===== src/hw/rtl/hcb_pkg.sv =====
// Shared types and constants for the Huffman code builder.
package hcb_pkg;

  localparam int unsigned SymBits  = 8;
  localparam int unsigned FreqW    = 16;
  localparam int unsigned CodeBits = 31;
  localparam int unsigned LenBits  = 5;

  typedef struct packed {
    logic [SymBits-1:0] symbol;
    logic [FreqW-1:0]   frequency;
    logic               last_symbol;
  } in_word_t;

  typedef struct packed {
    logic [SymBits-1:0]  code_symbol;
    logic [CodeBits-1:0] code_bits;
    logic [LenBits-1:0]  code_length;
    logic                last_code;
  } out_word_t;

  // Datapath commands, one per controller step.
  typedef enum logic [3:0] {
    CMD_NOP     = 4'd0,
    CMD_LOAD    = 4'd1,
    CMD_INIT    = 4'd2,
    CMD_SIFT_RD = 4'd3,
    CMD_SIFT_EX = 4'd4,
    CMD_TAKE    = 4'd5,
    CMD_MERGE   = 4'd6,
    CMD_UP_RD   = 4'd7,
    CMD_UP_EX   = 4'd8,
    CMD_WALK_INIT = 4'd9,
    CMD_WALK_RD = 4'd10,
    CMD_WALK_EX = 4'd11,
    CMD_FINISH  = 4'd12
  } cmd_e;

  typedef struct packed {
    logic sift_done;     // current sift step found no swap and no build slot remains
    logic build_done;    // bottom-up build visited node 0
    logic heap_single;   // heap holds at most one node or node store is full
    logic take_second;   // first of the pair already taken
    logic up_done;       // insertion reached its slot
    logic walk_empty;    // walk stack drained
    logic walk_leaf;     // popped node is a leaf
    logic out_full;      // output register holds a word that is stalled
  } status_t;

endpackage


===== src/hw/rtl/hcb_ctrl.sv =====
// Sequencer for load, heap build, merges and code walk.
module hcb_ctrl
  import hcb_pkg::*;
(
  input  logic    clk_i,
  input  logic    rst_ni,
  input  logic    in_valid_i,
  input  logic    in_last_i,
  input  status_t status_i,
  output logic    in_stall_o,
  output cmd_e    cmd_o
);

  typedef enum logic [8:0] {
    ST_LOAD  = 9'b000000001,
    ST_INIT  = 9'b000000010,
    ST_SRD   = 9'b000000100,
    ST_SEX   = 9'b000001000,
    ST_TAKE  = 9'b000010000,
    ST_MERGE = 9'b000100000,
    ST_URD   = 9'b001000000,
    ST_UEX   = 9'b010000000,
    ST_WALK  = 9'b100000000
  } state_e;

  state_e state_q, state_d;
  logic   wphase_q, wphase_d;   // 0: pop, 1: expand
  logic   winit_q, winit_d;
  logic   merging_q, merging_d;

  always_comb begin
    state_d = state_q;
    wphase_d = wphase_q;
    winit_d = winit_q;
    merging_d = merging_q;
    cmd_o = CMD_NOP;
    in_stall_o = 1'b1;
    unique case (state_q)
      ST_LOAD: begin
        in_stall_o = 1'b0;
        if (in_valid_i) begin
          cmd_o = CMD_LOAD;
          if (in_last_i) state_d = ST_INIT;
        end
      end
      ST_INIT: begin
        cmd_o = CMD_INIT;
        merging_d = 1'b0;
        state_d = ST_SRD;
      end
      ST_SRD: begin
        cmd_o = CMD_SIFT_RD;
        state_d = ST_SEX;
      end
      ST_SEX: begin
        cmd_o = CMD_SIFT_EX;
        if (!status_i.sift_done) state_d = ST_SRD;
        else if (merging_q && status_i.take_second) state_d = ST_TAKE;
        else if (merging_q) state_d = ST_MERGE;
        else if (status_i.heap_single) begin
          state_d = ST_WALK; winit_d = 1'b1;
        end else begin
          state_d = ST_TAKE; merging_d = 1'b1;
        end
      end
      ST_TAKE: begin
        cmd_o = CMD_TAKE;
        state_d = ST_SRD;
      end
      ST_MERGE: begin
        cmd_o = CMD_MERGE;
        state_d = ST_URD;
      end
      ST_URD: begin
        cmd_o = CMD_UP_RD;
        state_d = ST_UEX;
      end
      ST_UEX: begin
        cmd_o = CMD_UP_EX;
        state_d = ST_URD;
        if (status_i.up_done) begin
          if (status_i.heap_single) begin
            state_d = ST_WALK; winit_d = 1'b1;
          end else state_d = ST_TAKE;
        end
      end
      ST_WALK: begin
        if (winit_q) begin
          cmd_o = CMD_WALK_INIT;
          winit_d = 1'b0;
          wphase_d = 1'b0;
        end else if (!wphase_q) begin
          if (status_i.walk_empty) begin
            cmd_o = CMD_FINISH;
            state_d = ST_LOAD;
          end else if (!status_i.out_full) begin
            cmd_o = CMD_WALK_RD;
            wphase_d = 1'b1;
          end
        end else if (!(status_i.walk_leaf && status_i.out_full)) begin
          cmd_o = CMD_WALK_EX;
          wphase_d = 1'b0;
        end
      end
      default: state_d = ST_LOAD;
    endcase
  end

  always_ff @(posedge clk_i or negedge rst_ni) begin
    if (!rst_ni) begin
      state_q <= ST_LOAD;
      wphase_q <= 1'b0;
      winit_q <= 1'b0;
      merging_q <= 1'b0;
    end else begin
      state_q <= state_d;
      wphase_q <= wphase_d;
      winit_q <= winit_d;
      merging_q <= merging_d;
    end
  end

endmodule


===== config.mk =====
export PLATFORM = sky130hd
export DESIGN_NAME = hcb_ctrl
export DESIGN_NICKNAME = d
export VERILOG_FILES = /design/src/hw/rtl/hcb_pkg.sv /design/src/hw/rtl/hcb_ctrl.sv
export SDC_FILE = /design/constraint.sdc
export NUM_CORES = 1
export LEC_CHECK = 0
export BUFFER_PORTS_ARGS = -buffer_cell sky130_fd_sc_hd__buf_2
export CAP_MARGIN = 15
export CORE_MARGIN = 4
export CORE_UTILIZATION = 30
export DETAILED_ROUTE_END_ITERATION = 10
export HOLD_SLACK_MARGIN = 0.12
export PLACE_DENSITY = 0.53
export SETUP_SLACK_MARGIN = 0.3
export SLEW_MARGIN = 20
export SYNTH_ARGS = -nofsm -noshare
export SYNTH_HDL_FRONTEND = slang
export SYNTH_SLANG_ARGS = --single-unit

===== constraint.sdc =====
create_clock -name clk_i -period 1.7 [get_ports clk_i]
set_clock_uncertainty 0.1 [all_clocks]
set_input_delay 0.17 -clock clk_i [delete_from_list [all_inputs] [get_ports clk_i]]
set_output_delay 0.17 -clock clk_i [all_outputs]
set_load 0.02 [all_outputs]

# Yosys cells after proc, flatten, opt, wreduce, memory -nomap -nowiden
# Index checks and enable logic that the tools add are counted.
[classes]
shifts = 0
reduce_logical = 8
div_mod_pow = 0
eq_ne = 18
add_sub_neg = 0
magnitude_cmp = 0
muxes = 35
bitwise = 0
mul = 0
[ops]
columns = ["op", "n"]
rows = [
  ["two-way mux 9 bit", 10],
  ["case mux 9 bit (8 select lines)", 1],
  ["case mux 4 bit (9 select lines)", 1],
  ["two-way mux 4 bit", 5],
  ["!= test 2 bit, second input constant", 9],
  ["two-way mux 1 bit", 16],
  ["AND reduction 5 bit", 2],
  ["== test 9 x 1 -> 1 bit, second input constant", 1],
  ["== test 9 x 2 -> 1 bit, second input constant", 1],
  ["== test 9 x 3 -> 1 bit, second input constant", 1],
  ["== test 9 x 4 -> 1 bit, second input constant", 1],
  ["== test 9 x 5 -> 1 bit, second input constant", 1],
  ["== test 9 x 6 -> 1 bit, second input constant", 1],
  ["== test 9 x 7 -> 1 bit, second input constant", 1],
  ["== test 9 x 8 -> 1 bit, second input constant", 1],
  ["== test 9 bit, second input constant", 1],
  ["case mux 1 bit (3 select lines)", 1],
  ["AND reduction 3 bit", 1],
  ["nonzero test 3 bit", 1],
  ["logical AND 1 bit", 2],
  ["case mux 1 bit (2 select lines)", 1],
  ["nonzero test 2 bit", 1],
  ["OR reduction 2 bit", 1],
]
[word_totals]
register_bits = 12
memories = 0
latchBits = 0
in_bits = 12
mem_bits_rw = 0
word_cells = 65
romBits = 0
out_inout_bits = 5

# Logic depth before layout (Yosys ltp)
# Gate-level depths: netlist of the first run.
[depth]
depth_word = 5
depth_mapped = 5

# Worst setup path before layout of the first run
# No wires, ideal clock.
[synth_timing]
path_kind = "reg2out"
from = "reg state_q[6]"
to = "out cmd_o[0]"
path_stages_with_launch = 6
path_slack_ns = -0.206
n_path_buf = 1
t_arrival_ns = 1.636
cell_sequence = "dfrtp_1 > buf_6 > nor4_4 > nand4_1 > o221ai_1 > or3_1"
[synth_via]
elab_chain_cells = 2
elab_cells_between_ends = 10
classes_between = "eq/ne: 9; mux: 1"
[synth_rtl]
columns = ["item", "line", "rtl"]
rows = [
  ["start, declared", "hcb_ctrl.sv:26", "state_e state_q, state_d;"],
  ["start signal, assigned", "hcb_ctrl.sv:116", "state_q <= state_d;"],
  ["== test 9 bit (tied with other cells)", "hcb_ctrl.sv:38", "unique case (state_q)"],
  ["case mux 4 bit (9 select lines) *", "hcb_ctrl.sv:38", ""],
  ["end, declared", "hcb_ctrl.sv:11", "output cmd_e cmd_o"],
]
# Every way passes the cells marked *; elsewhere a longest branch is shown, timed or not.

# Worst setup path in the final report of the first run
[layout_timing]
from = "reg state_q[6]"
to = "out cmd_o[2]"
# The elaborated chain is that of the path after synthesis.

==> impl_results.md, run 1 <==
* CTS tree: yes
* Die W at 61.7 µm
* Warnings, synthesis at 0
* Site Rows at 19
* TNS Setup at -2.00 ns
* Vias in the first global route at 941
* Number of H-tree levels at 1
* Initial Utilization at 31.4%
* Critical hold path startpoint: status_i[3]
* Top delay family on crit path: compound AO/OA/AOI/OAI gates
* Final wirelength at 2790 µm
* Core area at 2760 µm²
* Number of antenna violations at the first check in global routing at 0
* HPWL after DPL at 1850 µm
* Root buf cell: clkbuf_4
* PnR worst setup slack at -0.319 ns
* Max stage delay on crit path at 0.48 ns
* Setup violators final at 13
* Initial DRT Pass Iterations at 4
* DRC viols at 0
* Critical Path AT at 1.75 ns
* Avg Synthesized Cell Area at 9.01 µm²
* Endpoint class of the critical path: primary output
* Overflow after GRT at 0
* Mapped Area at 865 µm²
* GP Congestion at 0.760
* Number of max-cap violations at 0
* Post-synth ARST share at 100%
* Worst path bufs/invs at 2
* Hold WC Path Type: primary input to register
* Slew Viols, Final at 0
* Avg WL per Cell at 15.4 µm
* Worst Tran Pin Value at 0.358 ns
* Post-route cell area at 1480 µm²
* DR vias/cell at 5.28
* Flop2flop setup slack at -0.15 ns
* Main combinational cell family by area after synthesis: simple AND/OR/NAND/NOR gates
* Most frequent cells in the layout: buf_4, buf_6, buf_2
* Clk slew on worst S/H paths at 0.08 ns
* Vert. Die Dim at 61.7 µm
* # clock sinks at 12
* Synth top area share at 31.8%
* Max-slew headroom at 76.1%
* Max Fclk at 495 MHz
* Mux contribution to synthesized area at 0%
* Failing checks: setup timing
* Layout cells sized above 1 at 56.7%
* Fin nets at 163
* XOR/XNOR Fraction of Synth Area at 4.05%
* Post-DP Area at 1130 µm²
* Power Density at 847 nW/µm²
* Global-route wire length before repair at 4420 µm
* Grt peak-use layer: met2
* Met3 Usage GRT at 2.31%
* Layout Cells excl Fill at 181
* Fin. Hold Viols at 0
* Worst-path maximum fanout at 5
* WP data required at 1.43 ns
* Synth cell types at 39
* Syn Inst Count at 96
* Worst reg2reg path depth at 7
* Area growth syn-to-layout at 71.1%
* DR iter-0 viols at 34
* CTS Buffer Depth at 2
* Post-synth EDFFs at 0
* Placed cell count at 158
* Crit Path Category: register to primary output
* Antenna diodes at 0
* Die area at 3810 µm²
* GR Util met2 at 26.5%
* Simple-gate share of the synthesized area at 36.6%
* Worst path cell trace: buf_4 > xor2_1 > o21ai_0 > o32a_1 > o22ai_4 > buf_6
* Main synth FF type: dfrtp_1
* Antenna Nets Post-Route at 0
* Peak VDD IR at 0.865 mV
* Post-synthesis compound-gate area fraction at 16.9%
* Register area share after synthesis at 34.9%
* #FFs+latches synth at 12
* Clock latency on the worst-skew pair at 0.29 ns
* Synth Net Count at 108
* Synth area leader: dfrtp_1
* Num CTS Buffers at 3
* M1 GR Usage at 20.5%
* Num ports at 17
* Tcrit/Tclk final at 119%
* CP Capture Point: cmd_o[2]
* Reg2reg start: state_q[6]
* Largest net degree at the start of global routing at 13
* Worst Setup SP: state_q[6]
* Number of cells on the critical path at 6
* Adder-Cell Fraction of Synth Area at 0%
* CP startpoint kind: register
* Vias at 955
* Filler instances at 249
* Most common cell after layout, fill and taps aside: buf_4
* Reg2reg end: state_q[1]
* RSZ-0062 raised after global routing: yes
* Slowest CP cell: dfrtp_2
* Status: finished with violations
* PortBufs at 15
* Fin crit period at 2.02 ns
* Area contributors post-synth: dfrtp_1, nor3_1, nor4_4, nand4_1, nor2_1
* Leak at 0.000635 µW
* Global Route Usage Sum at 16.5%
-- through the flow --
| step | utilization (%) | total power (µW) | setup WS (ns) | hold WS (ns) |
|---|---|---|---|---|
| after global placement | 41.2 | 856 | -0.0695 | -0.0277 |
| after floorplan | - | 660 | -0.156 | -0.226 |
| after CTS | 50.2 | 1170 | -0.339 | 0.130 |
| after global routing | 53.6 | 1320 | -0.400 | 0.141 |
| final | 53.6 | 1250 | -0.319 | 0.139 |
| after detailed placement | 41.2 | 860 | -0.0959 | -0.0205 |
-- kinds of logic after synthesis --
group / Yosys count
AOI/OAI and AO/OA: 21
and+or+nand+nor: 49
buffers and inverters: 10
xor gates and xnor gates: 4
DFF: 12
-- worst min path at each step --
stage	end	slack, ns	depth (start not counted)
final	state_q[6]	0.14	4
after global routing	state_q[6]	0.14	4
after CTS	state_q[6]	0.13	4
after detailed placement	state_q[2]	-0.02	1
after global placement	state_q[2]	-0.03	1
after floorplan	merging_q	-0.23	0
-- tightest hold or removal path, stage by stage --
cell     delay [ns]
buf_2          0.10
nor3_1         0.04
a21oi_1        0.14
nor3_2         0.05
-- cells in the mapped netlist (2+ instances only) --
cell type and number:
xnor2_1 2, nor2_1 10, nor2b_1 3, dfrtp_1 11, nand3_1 3, nand4_1 6
nor4_4 2, nand4b_1 2, nand2_1 3, xor2_1 2, nor3_1 9, and2_1 2
buf_6 3, o21ai_0 5, a21oi_1 4, inv_1 5, nand2b_1 2
-- area by class of cell --
type                    count  area (µm²)  share of cell area (%)
multi-input cells          74         621                    42.0
repair buffers             55         457                    30.9
flip-flops and latches     12         308                    20.8
well taps                  31        38.8                    2.62
clock buffers               4        36.3                    2.45
inverters                   5        18.8                    1.27
-- timing repair --
| item | in CTS | in global routing |
|---|---|---|
| resized for setup | 25 | 13 |
| endpoints found under the setup margin | 16 | 16 |
| setup buffers | 7 | 6 |
| pin swaps | 12 | 12 |
| hold endpoints to repair | 18 | 0 |
| hold buffers | 6 | 0 |
| gates cloned | 0 | 0 |
-- power by group --
part           switching (µW)  internal [µW]  leakage, µW
clock network             119            131    0.0000210
registers                46.1            323     0.000155
logic                     299            336     0.000460
total                     463            790     0.000635
-- registers in the layout, indices dropped and copies added, names as in the netlist --
signal / cells
merging_q: 1
state_q: 9
winit_q: 1
wphase_q: 1
-- routing by layer --
| layer | up-vias | wire length, µm |
|---|---|---|
| met5 | - | 0 |
| met1 | 463 | 1190 |
| met4 | 0 | 102 |
| met3 | 9 | 90 |
| li1 | 463 | - |
| met2 | 20 | 1410 |
(Power assumes the default switching activity.)
==> inputs of run 2 (changes only) <==
Settings changed: CORE_UTILIZATION 30 to 53, PLACE_DENSITY 0.53 to 0.81.
Clock period 1.7 ns to 1.9 ns, I/O delays scaled along.
==> impl_results.md, run 2 (synthesis gave the netlist of run 1 again) <==
* Status: finished with violations
* Failing checks: setup timing
* Fin nets at 152
* DR iter-0 viols at 125
* Worst slack, placed at 0.0758 ns
* Psw at 493 µW
* Antenna Nets Post-Route at 0
* Area growth syn-to-layout at 60.6%
* Hold Slack at 0.149 ns
* Hold WC Path Type: primary input to register
* WP data required at 1.61 ns
* Most common cell after layout, fill and taps aside: buf_4
* Layout cells sized above 1 at 57.6%
* Clock latency on the worst-skew pair at 0.28 ns
* RSZ-0062 raised after global routing: yes
* Number of antenna violations at the first check in global routing at 0
* PortBufs at 15
* GP Congestion at 0.819
* Number of H-tree levels at 1
* Power Density at 862 nW/µm²
* Clk slew on worst S/H paths at 0.09 ns
* Antenna diodes at 0
* Post-route cell area at 1390 µm²
* Worst Tran Pin Value at 0.468 ns
* Seq pwr share at 26.8%
* Initial DRT Pass Iterations at 5
* Vert. Die Dim at 48.4 µm
* TNS Setup at -0.842 ns
* Core area at 1520 µm²
* Most frequent cells in the layout: buf_4, buf_6, buf_2
* CTS Buffer Depth at 2
* Power, Total at 1200 µW
* Critical Path AT at 1.92 ns
* Tcrit/Tclk final at 116%
* Global-route wire length before repair at 4820 µm
* Fin crit period at 2.21 ns
* DR vias/cell at 7.06
* Reg area at 308 µm²
* Num ports at 17
* Setup violators final at 6
* Worst-path maximum fanout at 6
* Fin. Hold Viols at 0
* CTS tree: yes
* Peak VDD IR at 0.897 mV
* Post-DP Area at 1030 µm²
* Final wirelength at 3860 µm
* # clock sinks at 12
* Overflow after GRT at 0
* Site Rows at 14
* Crit Path Category: register to primary output
* Largest net degree at the start of global routing at 13
* Multi-input gate area at 654 µm²
* Clock power frac at 14.9%
* Slew Viols, Final at 0
* Num CTS Buffers at 3
* Switch share at 41.2%
* Die W at 48.4 µm
* Max reg flops at 9
* Avg WL per Cell at 24.9 µm
* HPWL after DPL at 1590 µm
* CP startpoint kind: register
* Leak at 0.000593 µW
* Filler instances at 54
* Vias in the first global route at 990
* Biggest register: state_q
* Root buf cell: clkbuf_4
* Global Route Usage Sum at 26.1%
* Initial Utilization at 56.7%
* Max-slew headroom at 68.5%
* Logic gate share of total power at 58.3%
* Endpoint class of the critical path: primary output
* Number of max-cap violations at 0
* Die area at 2340 µm²
* DRC viols at 0
* Vias at 1095
* PnR worst setup slack at -0.311 ns
* Max Fclk at 452 MHz
* P_int at 704 µW
## run 2: power by group through the flow
stage | Sequential (µW) | Clock, µW | Combinational [µW]
after global routing | 324 | 182 | 724
after detailed placement | 333 | 0 | 386
after floorplan | 319 | 0 | 270
after CTS | 320 | 168 | 544
final | 321 | 178 | 698
after global placement | 331 | 0 | 380
## run 2: path summary, 6_finish.rpt
kind	startpoint	end	slack [ns]	cells after the start
worst max-delay path	state_q[6]	cmd_o[0]	-0.31	6
worst min-delay path	in_last_i	state_q[1]	0.15	3
worst max register to register	state_q[4]	merging_q	-0.01	6
worst min register to register	winit_q	winit_q	0.53	1
max in group asynchronous	rst_ni	state_q[0]	1.19	2
min in group asynchronous	rst_ni	merging_q	0.22	2
## run 2: layout make-up
cell class	instances	area share, %
Multi-Input combinational cell	74	47.1
Inverter	5	1.35
Clock buffer	4	1.89
Timing Repair Buffer	44	26.0
Tap cell	16	1.44
Sequential cell	12	22.2
## run 2: per-stage QoR
| step | cells | util [%] |
|---|---|---|
| 3_5_place_dp | 132 | 67.7 |
| 4_1_cts | 147 | 81.6 |
| 2_1_floorplan | 96 | - |
| 3_3_place_gp | 132 | 67.7 |
| 5_1_grt | 155 | 91.1 |
| 6_report | 155 | 91.1 |
## run 2: routing by layer
layer,track usage (%),up-vias,routed length [µm]
li1,-,444,-
met1,33.2,512,1370
met2,42.4,106,1850
met3,4.29,33,391
met4,12.4,0,243
met5,0,-,0
## run 2: repair_timing
| action | CTS | global route |
|---|---|---|
| pin swaps | 10 | 14 |
| hold buffers | 3 | 0 |
| hold endpoints to repair | 15 | 0 |
| gates resized for setup | 28 | 20 |
| buffers inserted | 8 | 8 |
| setup endpoints to repair | 10 | 13 |
## run 2: worst max-delay path: stages, from the launching register on
cell and delay [ns]:
dfrtp_2 0.48, nor4_4 0.40, buf_4 0.19, nand4_1 0.15, o221ai_2 0.12, or3_4 0.17
buf_6 0.11
